$ cat src/rtl/core/rc5e_pkg.sv
// Shared constants, types and helpers for the RC5 infrared frame encoder.
// No dependencies; every other file of the block uses this package.
package rc5e_pkg;

  // Frame length in bits and field widths
  localparam int FRAME_BITS = 13;
  localparam int CODE_W     = 13;
  localparam int GAP_W      = 8;
  localparam int BITS_W     = $clog2(FRAME_BITS + 1);

  // Code values and bit positions
  localparam int                TOGGLE_POS   = 11;
  localparam logic [CODE_W-1:0] CODE_INVALID = 13'h1000;
  localparam logic [GAP_W-1:0]  GAP_RESET    = 8'd100;

  // Command codes carried by an input word
  typedef enum logic [1:0] {
    CMD_TICK   = 2'd0,
    CMD_SEND   = 2'd1,
    CMD_REPEAT = 2'd2,
    CMD_STOP   = 2'd3
  } cmd_t;

  // One result word
  typedef struct packed {
    logic carrier_on;
    logic busy_res;
  } result_t;

  // A code starts a frame only if it is neither zero nor the invalid pattern
  function automatic logic code_valid(input logic [CODE_W-1:0] c);
    return (c != '0) && (c != CODE_INVALID);
  endfunction

  // Fit a stored code into the frame shift register, zero-extended or truncated
  function automatic logic [FRAME_BITS-1:0] load_word(input logic [CODE_W-1:0] c);
    logic [FRAME_BITS+CODE_W-1:0] ext;
    ext = {{FRAME_BITS{1'b0}}, c};
    return ext[FRAME_BITS-1:0];
  endfunction

endpackage

$ cat src/rtl/core/rc5e_ifs.sv
// Valid/ready channel interfaces of the RC5 frame encoder: command words in,
// result words out, and the gap length write channel. Depends on rc5e_pkg.

interface rc5e_item_if;
  logic                       valid;
  logic                       ready;
  logic [1:0]                 cmd;
  logic [rc5e_pkg::CODE_W-1:0] code;

  modport source (output valid, output cmd, output code, input ready);
  modport sink   (input valid, input cmd, input code, output ready);
endinterface

interface rc5e_result_if;
  logic valid;
  logic ready;
  logic carrier_on;
  logic busy_res;

  modport source (output valid, output carrier_on, output busy_res, input ready);
  modport sink   (input valid, input carrier_on, input busy_res, output ready);
endinterface

interface rc5e_cfg_if;
  logic                       valid;
  logic                       ready;
  logic [rc5e_pkg::GAP_W-1:0] data;

  modport source (output valid, output data, input ready);
  modport sink   (input valid, input data, output ready);
endinterface

$ cat src/rtl/core/rc5e_frame_seq.sv
// Frame sequencer: phase machine, shift register, toggle and gap counting.
// Advances one step per accepted command word. Depends on rc5e_pkg.
module rc5e_frame_seq (
  input  logic                        clk,
  input  logic                        rst,
  input  logic                        step,
  input  logic [1:0]                  cmd,
  input  logic [rc5e_pkg::CODE_W-1:0] code,
  input  logic [rc5e_pkg::GAP_W-1:0]  gap_ticks,
  output rc5e_pkg::result_t           result
);
  import rc5e_pkg::*;

  typedef enum logic [2:0] {
    PH_IDLE     = 3'd0,
    PH_START_LO = 3'd1,
    PH_START_HI = 3'd2,
    PH_BIT_A    = 3'd3,
    PH_BIT_B    = 3'd4,
    PH_GAP      = 3'd5
  } phase_t;

  phase_t                phase, phase_next;
  logic [FRAME_BITS-1:0] shift_word, shift_word_next;
  logic [CODE_W-1:0]     active_code, active_code_next;
  logic [BITS_W-1:0]     bits_sent, bits_sent_next;
  logic [GAP_W-1:0]      gap_count, gap_count_next;
  logic                  toggle_flag, toggle_flag_next;
  logic                  carrier_level, carrier_level_next;
  logic [BITS_W-1:0]     bits_inc;
  logic [GAP_W-1:0]      gap_inc;

  assign bits_inc = bits_sent + 1'b1;
  assign gap_inc  = gap_count + 1'b1;

  // Work out the state after this command word
  always_comb begin
    phase_next         = phase;
    shift_word_next    = shift_word;
    active_code_next   = active_code;
    bits_sent_next     = bits_sent;
    gap_count_next     = gap_count;
    toggle_flag_next   = toggle_flag;
    carrier_level_next = carrier_level;

    case (cmd_t'(cmd))
      CMD_TICK: begin
        unique case (phase)
          PH_IDLE: begin
            carrier_level_next = 1'b0;
          end
          PH_START_LO: begin
            carrier_level_next = 1'b0;
            phase_next         = PH_START_HI;
          end
          PH_START_HI: begin
            carrier_level_next = 1'b1;
            phase_next         = PH_BIT_A;
          end
          PH_BIT_A: begin
            carrier_level_next = ~shift_word[FRAME_BITS-1];
            shift_word_next    = shift_word << 1;
            phase_next         = PH_BIT_B;
          end
          PH_BIT_B: begin
            carrier_level_next = ~carrier_level;
            bits_sent_next     = bits_inc;
            phase_next         = (bits_inc >= BITS_W'(FRAME_BITS)) ? PH_GAP : PH_BIT_A;
          end
          PH_GAP: begin
            carrier_level_next = 1'b0;
            gap_count_next     = gap_inc;
            if (gap_inc >= gap_ticks) begin
              bits_sent_next = '0;
              gap_count_next = '0;
              phase_next     = PH_IDLE;
            end
          end
          default: begin
            carrier_level_next = 1'b0;
            phase_next         = PH_IDLE;
          end
        endcase
      end
      CMD_SEND: begin
        // Store the code; force the toggle bit only for a usable code
        active_code_next = code;
        if (code_valid(code)) begin
          active_code_next[TOGGLE_POS] = ~toggle_flag;
          if (code_valid(active_code_next) && phase == PH_IDLE) begin
            shift_word_next = load_word(active_code_next);
            phase_next      = PH_START_LO;
          end
        end
      end
      CMD_REPEAT: begin
        if (code_valid(active_code) && phase == PH_IDLE) begin
          shift_word_next = load_word(active_code);
          phase_next      = PH_START_LO;
        end
      end
      default: begin
        toggle_flag_next = ~toggle_flag;
        active_code_next = '0;
      end
    endcase
  end

  assign result.carrier_on = carrier_level_next;
  assign result.busy_res   = (phase_next != PH_IDLE);

  // Hold state; advance on each accepted word
  always_ff @(posedge clk) begin
    if (rst) begin
      phase         <= PH_IDLE;
      shift_word    <= '0;
      active_code   <= '0;
      bits_sent     <= '0;
      gap_count     <= '0;
      toggle_flag   <= 1'b0;
      carrier_level <= 1'b0;
    end else if (step) begin
      phase         <= phase_next;
      shift_word    <= shift_word_next;
      active_code   <= active_code_next;
      bits_sent     <= bits_sent_next;
      gap_count     <= gap_count_next;
      toggle_flag   <= toggle_flag_next;
      carrier_level <= carrier_level_next;
    end
  end

endmodule

$ cat src/rtl/core/rc5_ir_frame_encoder_core.sv
// Top level of the RC5 infrared frame encoder: gap register, frame sequencer
// and output skid stage. Depends on rc5e_pkg, rc5e_ifs and rc5e_frame_seq.
//
// Usage:
//   item   - command words (cmd, code): tick, send, repeat, stop. Each word
//            gives exactly one result word.
//   result - carrier_on (carrier enable for this half-bit) and busy_res
//            (frame or gap in progress after the command).
//   cfg    - write of gap_ticks, the silent ticks after a frame; always ready.
//            Write it only while no result is outstanding.
// Output: a result word is registered in the output register or the skid register.
// Throughput: one word per cycle while results are taken; a whole sequencer step is a
//   single pass of logic between the command handshake and the result register.
// Reset: phase idle, stored code and toggle cleared, gap_ticks back to 100,
//   no result pending.
// Stall: with the result held, one more word is taken into a skid register;
//   item.ready then drops until the receiver takes the held word.
module rc5_ir_frame_encoder_core (
  input  logic           clk,
  input  logic           rst,
  rc5e_item_if.sink      item,
  rc5e_result_if.source  result,
  rc5e_cfg_if.sink       cfg
);
  import rc5e_pkg::*;

  logic [GAP_W-1:0] gap_ticks;
  logic             accept;
  logic             pop;
  result_t          step_res;
  result_t          out_res, skid_res;
  logic             out_valid, skid_valid;

  // Hold the gap length register
  assign cfg.ready = 1'b1;
  always_ff @(posedge clk) begin
    if (rst) begin
      gap_ticks <= GAP_RESET;
    end else if (cfg.valid) begin
      gap_ticks <= cfg.data;
    end
  end

  assign item.ready = ~skid_valid;
  assign accept     = item.valid & item.ready;
  assign pop        = out_valid & result.ready;

  rc5e_frame_seq u_seq (
    .clk       (clk),
    .rst       (rst),
    .step      (accept),
    .cmd       (item.cmd),
    .code      (item.code),
    .gap_ticks (gap_ticks),
    .result    (step_res)
  );

  // Output register with skid: refill from skid first, else from the new word
  always_ff @(posedge clk) begin
    if (rst) begin
      out_valid  <= 1'b0;
      skid_valid <= 1'b0;
    end else if (!out_valid || pop) begin
      if (skid_valid) begin
        out_valid  <= 1'b1;
        skid_valid <= 1'b0;
      end else begin
        out_valid  <= accept;
      end
    end else if (accept) begin
      skid_valid <= 1'b1;
    end
  end

  always_ff @(posedge clk) begin
    if (!out_valid || pop) begin
      out_res <= skid_valid ? skid_res : step_res;
    end
    if (out_valid && !pop && accept) begin
      skid_res <= step_res;
    end
  end

  assign result.valid      = out_valid;
  assign result.carrier_on = out_res.carrier_on;
  assign result.busy_res   = out_res.busy_res;

  // A filled skid always sits behind a held output word
  a_skid_behind_out: assert property (@(posedge clk) disable iff (rst)
    skid_valid |-> out_valid)
    else $error("skid word present without output word");

  // A word accepted during a stall lands in the skid register
  a_stall_capture: assert property (@(posedge clk) disable iff (rst)
    (out_valid && !result.ready && accept) |=> skid_valid)
    else $error("word accepted during stall was not captured");

  // Once the skid drains, the output stays valid with the skid word
  a_skid_drain: assert property (@(posedge clk) disable iff (rst)
    (skid_valid && result.ready) |=> (out_valid && !skid_valid))
    else $error("skid word lost on drain");

endmodule

$ cat src/flat_wrapper.sv
// flat-port wrapper written by rule: the top's interface ports become plain ports
module rc5_ir_frame_encoder_core_flat import rc5e_pkg::*;
  (clk, rst, item_valid, item_cmd, item_code, item_ready, result_valid, result_carrier_on, result_busy_res, result_ready, cfg_valid, cfg_data, cfg_ready);
  rc5e_item_if item_i ();
  rc5e_result_if result_i ();
  rc5e_cfg_if cfg_i ();
  input  logic clk;
  input  logic rst;
  input wire logic [$bits(item_i.valid)-1:0] item_valid;
  input wire logic [$bits(item_i.cmd)-1:0] item_cmd;
  input wire logic [$bits(item_i.code)-1:0] item_code;
  output wire logic [$bits(item_i.ready)-1:0] item_ready;
  output wire logic [$bits(result_i.valid)-1:0] result_valid;
  output wire logic [$bits(result_i.carrier_on)-1:0] result_carrier_on;
  output wire logic [$bits(result_i.busy_res)-1:0] result_busy_res;
  input wire logic [$bits(result_i.ready)-1:0] result_ready;
  input wire logic [$bits(cfg_i.valid)-1:0] cfg_valid;
  input wire logic [$bits(cfg_i.data)-1:0] cfg_data;
  output wire logic [$bits(cfg_i.ready)-1:0] cfg_ready;
  assign item_i.valid = item_valid;
  assign item_i.cmd = item_cmd;
  assign item_i.code = item_code;
  assign item_ready = item_i.ready;
  assign result_valid = result_i.valid;
  assign result_carrier_on = result_i.carrier_on;
  assign result_busy_res = result_i.busy_res;
  assign result_i.ready = result_ready;
  assign cfg_i.valid = cfg_valid;
  assign cfg_i.data = cfg_data;
  assign cfg_ready = cfg_i.ready;
  rc5_ir_frame_encoder_core u_core (.clk(clk), .rst(rst), .item(item_i), .result(result_i), .cfg(cfg_i));
endmodule
$ cat config.mk
export PLATFORM = sky130hd
export DESIGN_NAME = rc5_ir_frame_encoder_core_flat
export DESIGN_NICKNAME = d
export VERILOG_FILES = /design/src/rtl/core/rc5e_pkg.sv /design/src/rtl/core/rc5e_ifs.sv /design/src/rtl/core/rc5e_frame_seq.sv /design/src/rtl/core/rc5_ir_frame_encoder_core.sv /design/src/flat_wrapper.sv
export SDC_FILE = /design/constraint.sdc
export NUM_CORES = 1
export LEC_CHECK = 0
export ABC_CLOCK_PERIOD_IN_PS = 3100
export BUFFER_PORTS_ARGS = -buffer_cell sky130_fd_sc_hd__buf_4
export CORE_ASPECT_RATIO = 1.75
export CORE_MARGIN = 8
export CORE_UTILIZATION = 49
export CTS_CLUSTER_DIAMETER = 120
export DETAILED_ROUTE_END_ITERATION = 10
export PLACE_DENSITY = 0.71
export RECOVER_POWER = 100
export SLEW_MARGIN = 10
export SYNTH_ARGS = -nofsm -noshare
export SYNTH_HDL_FRONTEND = slang
export SYNTH_SLANG_ARGS = --single-unit
$ cat constraint.sdc
create_clock -name clk -period 3.1 [get_ports clk]
set_input_delay 0.155 -clock clk [delete_from_list [all_inputs] [get_ports clk]]
set_output_delay 0.155 -clock clk [all_outputs]
set_load 0.01 [all_outputs]
# Word level (Yosys, flattened, before mapping)
# Index checks and enable logic that the tools add are counted.
# word_totals
ram_bits,0
input_bits,28
out_inout_bits,5
n_memories,0
word_cells,88
latch_bits,0
romBits,0
regBits,57
# op_classes
addsub,2
n_lt_le_gt_ge,2
mul,0
shift,0
muxes,21
eq_ne,15
bitwise_logic,8
n_div,0
n_reduce_logical,26
# op_table
operator,n
$mux W13,4
$ne A13 B13 Y1 const B,3
$pmux W13 S3,1
$reduce_bool A13 Y1,3
$pmux W13 S2,1
$pmux W3 S6,1
$mux W3,5
$pmux W3 S3,1
$add A8 B1 Y8 const B,1
$ge A8 B8 Y1,1
$mux W8,1
$ne A2 B2 Y1 const B,4
$pmux W4 S2,1
$logic_and A1 B1 Y1,7
$eq A3 B2 Y1 const B,2
$eq A3 B3 Y1 const B,2
$not A1 Y1,6
$reduce_and A6 Y1,1
$reduce_bool A3 Y1,2
$add A4 B1 Y4 const B,1
$ge A4 B4 Y1 const B,1
$mux W4,1
$reduce_and A2 Y1,2
$reduce_and A4 Y1,1
other kinds (16),21

# Longest topological paths before layout
# depth
ltp_word,9
ltp_mapped,12
mapped_depth_nobuf,11

# Cells and area by module
# Synthesis repeated with hierarchy kept, for this count alone.
# unflattened
cells_unflattened,402
area_unflattened_um2,3248.1
# modules_own_cells
module,cells_each,area_each_um2,n_inst,seq_area_each_um2
rc5e_frame_seq,359,2712.6,1,860.8
rc5_ir_frame_encoder_core,43,535.5,1,320.3

# Least setup slack after synthesis
# Ideal clock, no wire load.
# synth_timing
path_type,reg-to-reg
startpoint,register u_core.u_seq.gap_count[0]
endpoint,register u_core.u_seq.gap_count[3]
path_stages_with_launch,13
slack_ns,0.541
t_arrival_ns,2.489
path_buffers,1
period_less_slack_ns,2.559
setup_ns,0.070
t_required_ns,3.030
cell_sequence,dfxtp_1 > ha_1 > nand3_1 > nor2_1 > xor2_1 > ha_1 > a21o_1 > a21oi_1 > o21ai_0 > nor2_1 > clkbuf_1 > o21ai_0 > a21oi_1
# synth_between
elab_chain_len,3
# synth_lines
item,line,text
from (decl),rc5e_frame_seq.sv:27,"logic [GAP_W-1:0] gap_count, gap_count_next;"
from (signal assigned),rc5e_frame_seq.sv:127,gap_count <= gap_count_next;
$add A8 B1 Y8 *,rc5e_frame_seq.sv:34,assign gap_inc = gap_count + 1'b1;
$ge A8 B8 Y1,rc5e_frame_seq.sv:73,if (gap_inc >= gap_ticks) begin
$mux W8 *,rc5e_frame_seq.sv:73,
# Mark *: on every way between the ends. The rest lies on a longest branch, timed or not.
# A chain may end at the register's enable or synchronous reset.

# Worst setup path in the final report
# layout_timing
startpoint,register u_core.u_seq.gap_count[0]
endpoint,register u_core.u_seq.gap_count[2]
# The elaborated chain is that of the path after synthesis.

==> results.txt <==
----------------------------------------------------
[Yosys]
  Number of nets in the synthesized netlist ... 440
  Share of synthesized flip-flops with an asynchronous set or reset ... 0%
  Mean cell area of the mapped netlist ... between 7 and 8 sq um
  Sequential cell area fraction in the yosys report ... between 30% and 40%
  Combined area of all synthesized cells ... 3130 sq um
  EDFF count, synth ... 4
  Primary flip-flop cell chosen by synthesis mapping ... sky130_fd_sc_hd__dfxtp_1
  Distinct cell type count of the synthesized netlist ... 52
  Gate Count Post-Synth ... a little under 400
  Number of warnings issued by yosys ... 0
  Register bit total from synthesis ... 57

[Clock tree]
  Hold-fix buffers at CTS ... 0
  Clock latency on the worst-skew pair ... 0.35 ns
  Number of buffers on the longest clock path ... 2
  CTS tree ... yes
  Total CTS buffers ... 9
  Postcts setup bufs ... 0
  Clock slew at the register clock pins of the worst setup and hold paths ... roughly 0.070 ns
  Cts repair resizes ... 0
  Num Clock Sinks ... 57
  Number of H-tree branching levels ... 3
  Root buffer selected by CTS ... sky130_fd_sc_hd__clkbuf_8

[Floorplanning]
  Die Outline Area ... roughly 9300 sq um
  CORE AREA ... 6180 sq um
  Starting utilization of the core area ... 50.6%
  IO Count ... 33
  Die Y-Extent ... ~120 um
  Row count ... 38
  Horizontal die dimension ... roughly 76 um

[Critical path]
  Worst-path fanout max ... 10
  Kind of launch point of the worst setup path ... register
  Most frequent CP cell ... sky130_fd_sc_hd__ha_1
  Required time of the critical path ... approximately 3.4 ns
  Kind of critical path ... register to register
  Critical path endpoint ... u_core.u_seq.gap_count[2]
  Critical path data arrival time ... a little over 3 ns
  Maximum cell stage delay along the critical path ... about 0.4 ns
  Slowest cell on the critical path ... sky130_fd_sc_hd__dfxtp_1
  Setup slack, reg-to-reg ... roughly 0.27 ns
  Setup crit end kind ... register
  Logic depth of the worst register-to-register path ... 12
  Reg2reg start ... u_core.u_seq.gap_count[0]
  Worst setup path startpoint ... u_core.u_seq.gap_count[0]
  Critical path cell sequence ... ha_1, nand3_1, nor2_1, xor2_1, ha_1, a21o_1, a21oi_1, o21ai_0, nor2_2, buf_4, nand4b_1, a31oi_1
  Critical register-to-register path endpoint ... u_core.u_seq.gap_count[2]

[Run status]
  Outcome ... finished with violations
  Failing checks ... max-capacitance violations, max-slew violations

[STA]
  Setup skew after layout ... ~0.0076 ns
  Post-route clock period utilization ... between 90% and 100%
  Setup repair after global routing missed its margin ... no
  Hold_ws ... 0.0308 ns
  Relative slew slack ... -54.8%
  Total negative slack for setup checks ... 0 ns
  Highest achievable clock rate ... ~350 MHz
  Post-layout min period ... 2.83 ns
  Worst-margin pin slew ... between 2 and 2.5 ns
  Number of setup violations in the final report ... 0
  Count of endpoints failing hold in the final timing report ... 0
  Max-slew violation count ... 52

[Global routing]
  First-pass GRT wire length ... around 13000 um
  Total grt overflow ... 0
  Global-route total usage across every layer ... 16.6%
  Vias in the first global route ... 2772
  Pin count of the biggest net entering global routing ... between 50 and 60
  Number of antenna violations at the first check in global routing ... 0

[Drt]
  Count of antenna-violating nets left after detailed routing ... 0
  Initial drt markers ... between 150 and 200
  Wirelength per Cell ... 14.9 um
  1st-pass router iterations ... 4
  DRC errors left ... 0
  Wire length reported by the detailed router ... about 7400 um
  Via/cell ratio ... approximately 5.7
  Number of vias after detailed routing ... approximately 2.8k

[Final layout]
  Most frequent standard cell in the layout excluding fill and tap cells ... sky130_fd_sc_hd__dfxtp_1
  Commonest non-fill, non-tap cells in the layout ... sky130_fd_sc_hd__dfxtp_1 (53), sky130_fd_sc_hd__nand2_1 (51), sky130_fd_sc_hd__a21oi_1 (49), sky130_fd_sc_hd__nor2_1 (35), sky130_fd_sc_hd__buf_4 (31)
  Fraction of layout instances using a drive strength above 1 ... around an eighth
  Post-layout util ... a little under three fifths
  Antenna cells ... 0
  Area growth, synth to finish ... 13.1%
  # nets final ... 457
  Layout fillers ... between 600 and 700

[Pwr]
  Total power divided by cell area ... just under 500 nW/um^2
  Maximum VDD drop ... 0.000216 V
  Static leakage ... about 1.4 nW

[Flow run]
  Number of maximum-capacitance violations ... 1

[Place]
  GPL Wtd Cong ... between 0.8 and 0.9
  Half-perimeter wire length after detailed placement ... ~5100 um
  Port Buffer Count ... 31

[Worst hold path]
  Class of the tightest hold or removal check ... input pin to register

----------------------------------------------------
-- how the worst min path moves through the flow --
stage,startpoint,endpoint,depth (start not counted)
after floorplan,cfg_data[2],u_core.gap_ticks[2],2
after global placement,cfg_data[2],u_core.gap_ticks[2],3
after detailed placement,cfg_data[2],u_core.gap_ticks[2],3
after CTS,cfg_data[2],u_core.gap_ticks[2],3
after global routing,cfg_data[2],u_core.gap_ticks[2],3
final,cfg_data[2],u_core.gap_ticks[2],3
-- worst max-delay path, delay by kind of cell (launching register included) --
kind / cells / cell delay (ns)
AO/OA/AOI/OAI: 4 / 0.62
XOR/XNOR: 1 / 0.21
adder cells (fa/ha/maj): 2 / 0.54
buffers and inverters: 1 / 0.23
flip-flops: 1 / 0.41
AND/OR/NAND/NOR: 4 / 0.72
-- registers in the layout (all words and copies together) (netlist names) --
| name | flops |
|---|---|
| u_core.result.valid | 1 |
| u_core.u_seq.toggle_flag | 1 |
| u_core.u_seq.active_code | 13 |
| u_core.u_seq.gap_count | 8 |
| u_core.skid_res | 2 |
| u_core.result.carrier_on | 1 |
| u_core.skid_valid | 1 |
| u_core.u_seq.bits_sent | 4 |
| u_core.result.busy_res | 1 |
| u_core.u_seq.phase | 3 |
| u_core.u_seq.carrier_level | 1 |
| u_core.gap_ticks | 8 |
| u_core.u_seq.shift_word | 13 |
-- cell type report --
class,instances,area [sq um],area share [%]
well taps,80,100,2.83
clock buffers,12,155,4.39
repair buffers,36,251,7.11
multi-input cells,293,1750,49.4
flip-flops and latches,57,1180,33.4
inverters,16,60.1,1.70
clock inverters,3,40.0,1.13
-- cell usage after synthesis, drive strengths merged, types with 2 or more instances --
library cell / n / area share (%)
o21ai: 8 / 1.3
ha: 16 / 6.4
dfxtp: 53 / 34
nand2: 52 / 6.3
a211o: 13 / 3.6
a211oi: 2 / 0.48
xor2: 4 / 1.1
and3: 2 / 0.40
and2b: 2 / 0.56
and2: 2 / 0.40
or3b: 2 / 0.56
or3: 2 / 0.40
nand4: 2 / 0.40
buf: 7 / 1.6
o211ai: 6 / 1.4
nor2b: 4 / 0.80
a21oi: 50 / 8.1
nor4: 7 / 1.4
a31oi: 2 / 0.40
nand3b: 2 / 0.48
nor2: 36 / 4.3
nand2b: 4 / 0.80
nand3: 27 / 4.3
a22oi: 14 / 3.4
inv: 16 / 1.9
edfxtp: 4 / 3.8
nor3: 10 / 1.6
clkbuf: 23 / 2.8
mux2i: 5 / 1.6
a221o: 2 / 0.64
xnor2: 3 / 0.84
-- per-layer routing --
layer / track usage [%] / wire [um]
met2: 31.1 / 4050
met1: 16.0 / 2890
met4: 9.69 / 233
met5: 0 / 0
met3: 4.13 / 209
-- cell families (layout without fill, tap and decap cells) --
family | Yosys count | in the layout | share of synthesized area [%]
AND/OR/NAND/NOR | 157 | 157 | 23.6
buffers and inverters | 46 | 67 | 6.28
multiplexers | 6 | 6 | 1.96
adder cells (fa/ha/maj) | 16 | 16 | 6.41
AO/OA/AOI/OAI | 106 | 106 | 21.9
flip-flops | 57 | 57 | 37.8
XOR/XNOR | 7 | 7 | 1.96
other | 1 | 1 | 0.120
-- power breakdown --
part	leakage, nW	switching (mW)	total [mW]	internal (mW)
logic	0.817	0.138	0.236	0.0979
clock network	0.102	0.300	0.708	0.408
registers	0.472	0.0248	0.802	0.777
-- per-stage QoR --
step	setup WS, ns	area (sq um)	std cells	total power, mW
6_report	0.271	3540	497	1.75
5_1_grt	0.0501	3540	497	1.82
4_1_cts	0.192	3550	497	1.76
3_5_place_dp	0.245	3360	482	1.06
3_3_place_gp	0.403	3360	482	1.05
2_1_floorplan	0.541	3130	396	0.981
Note: power is estimated with default switching activity, not from simulation.
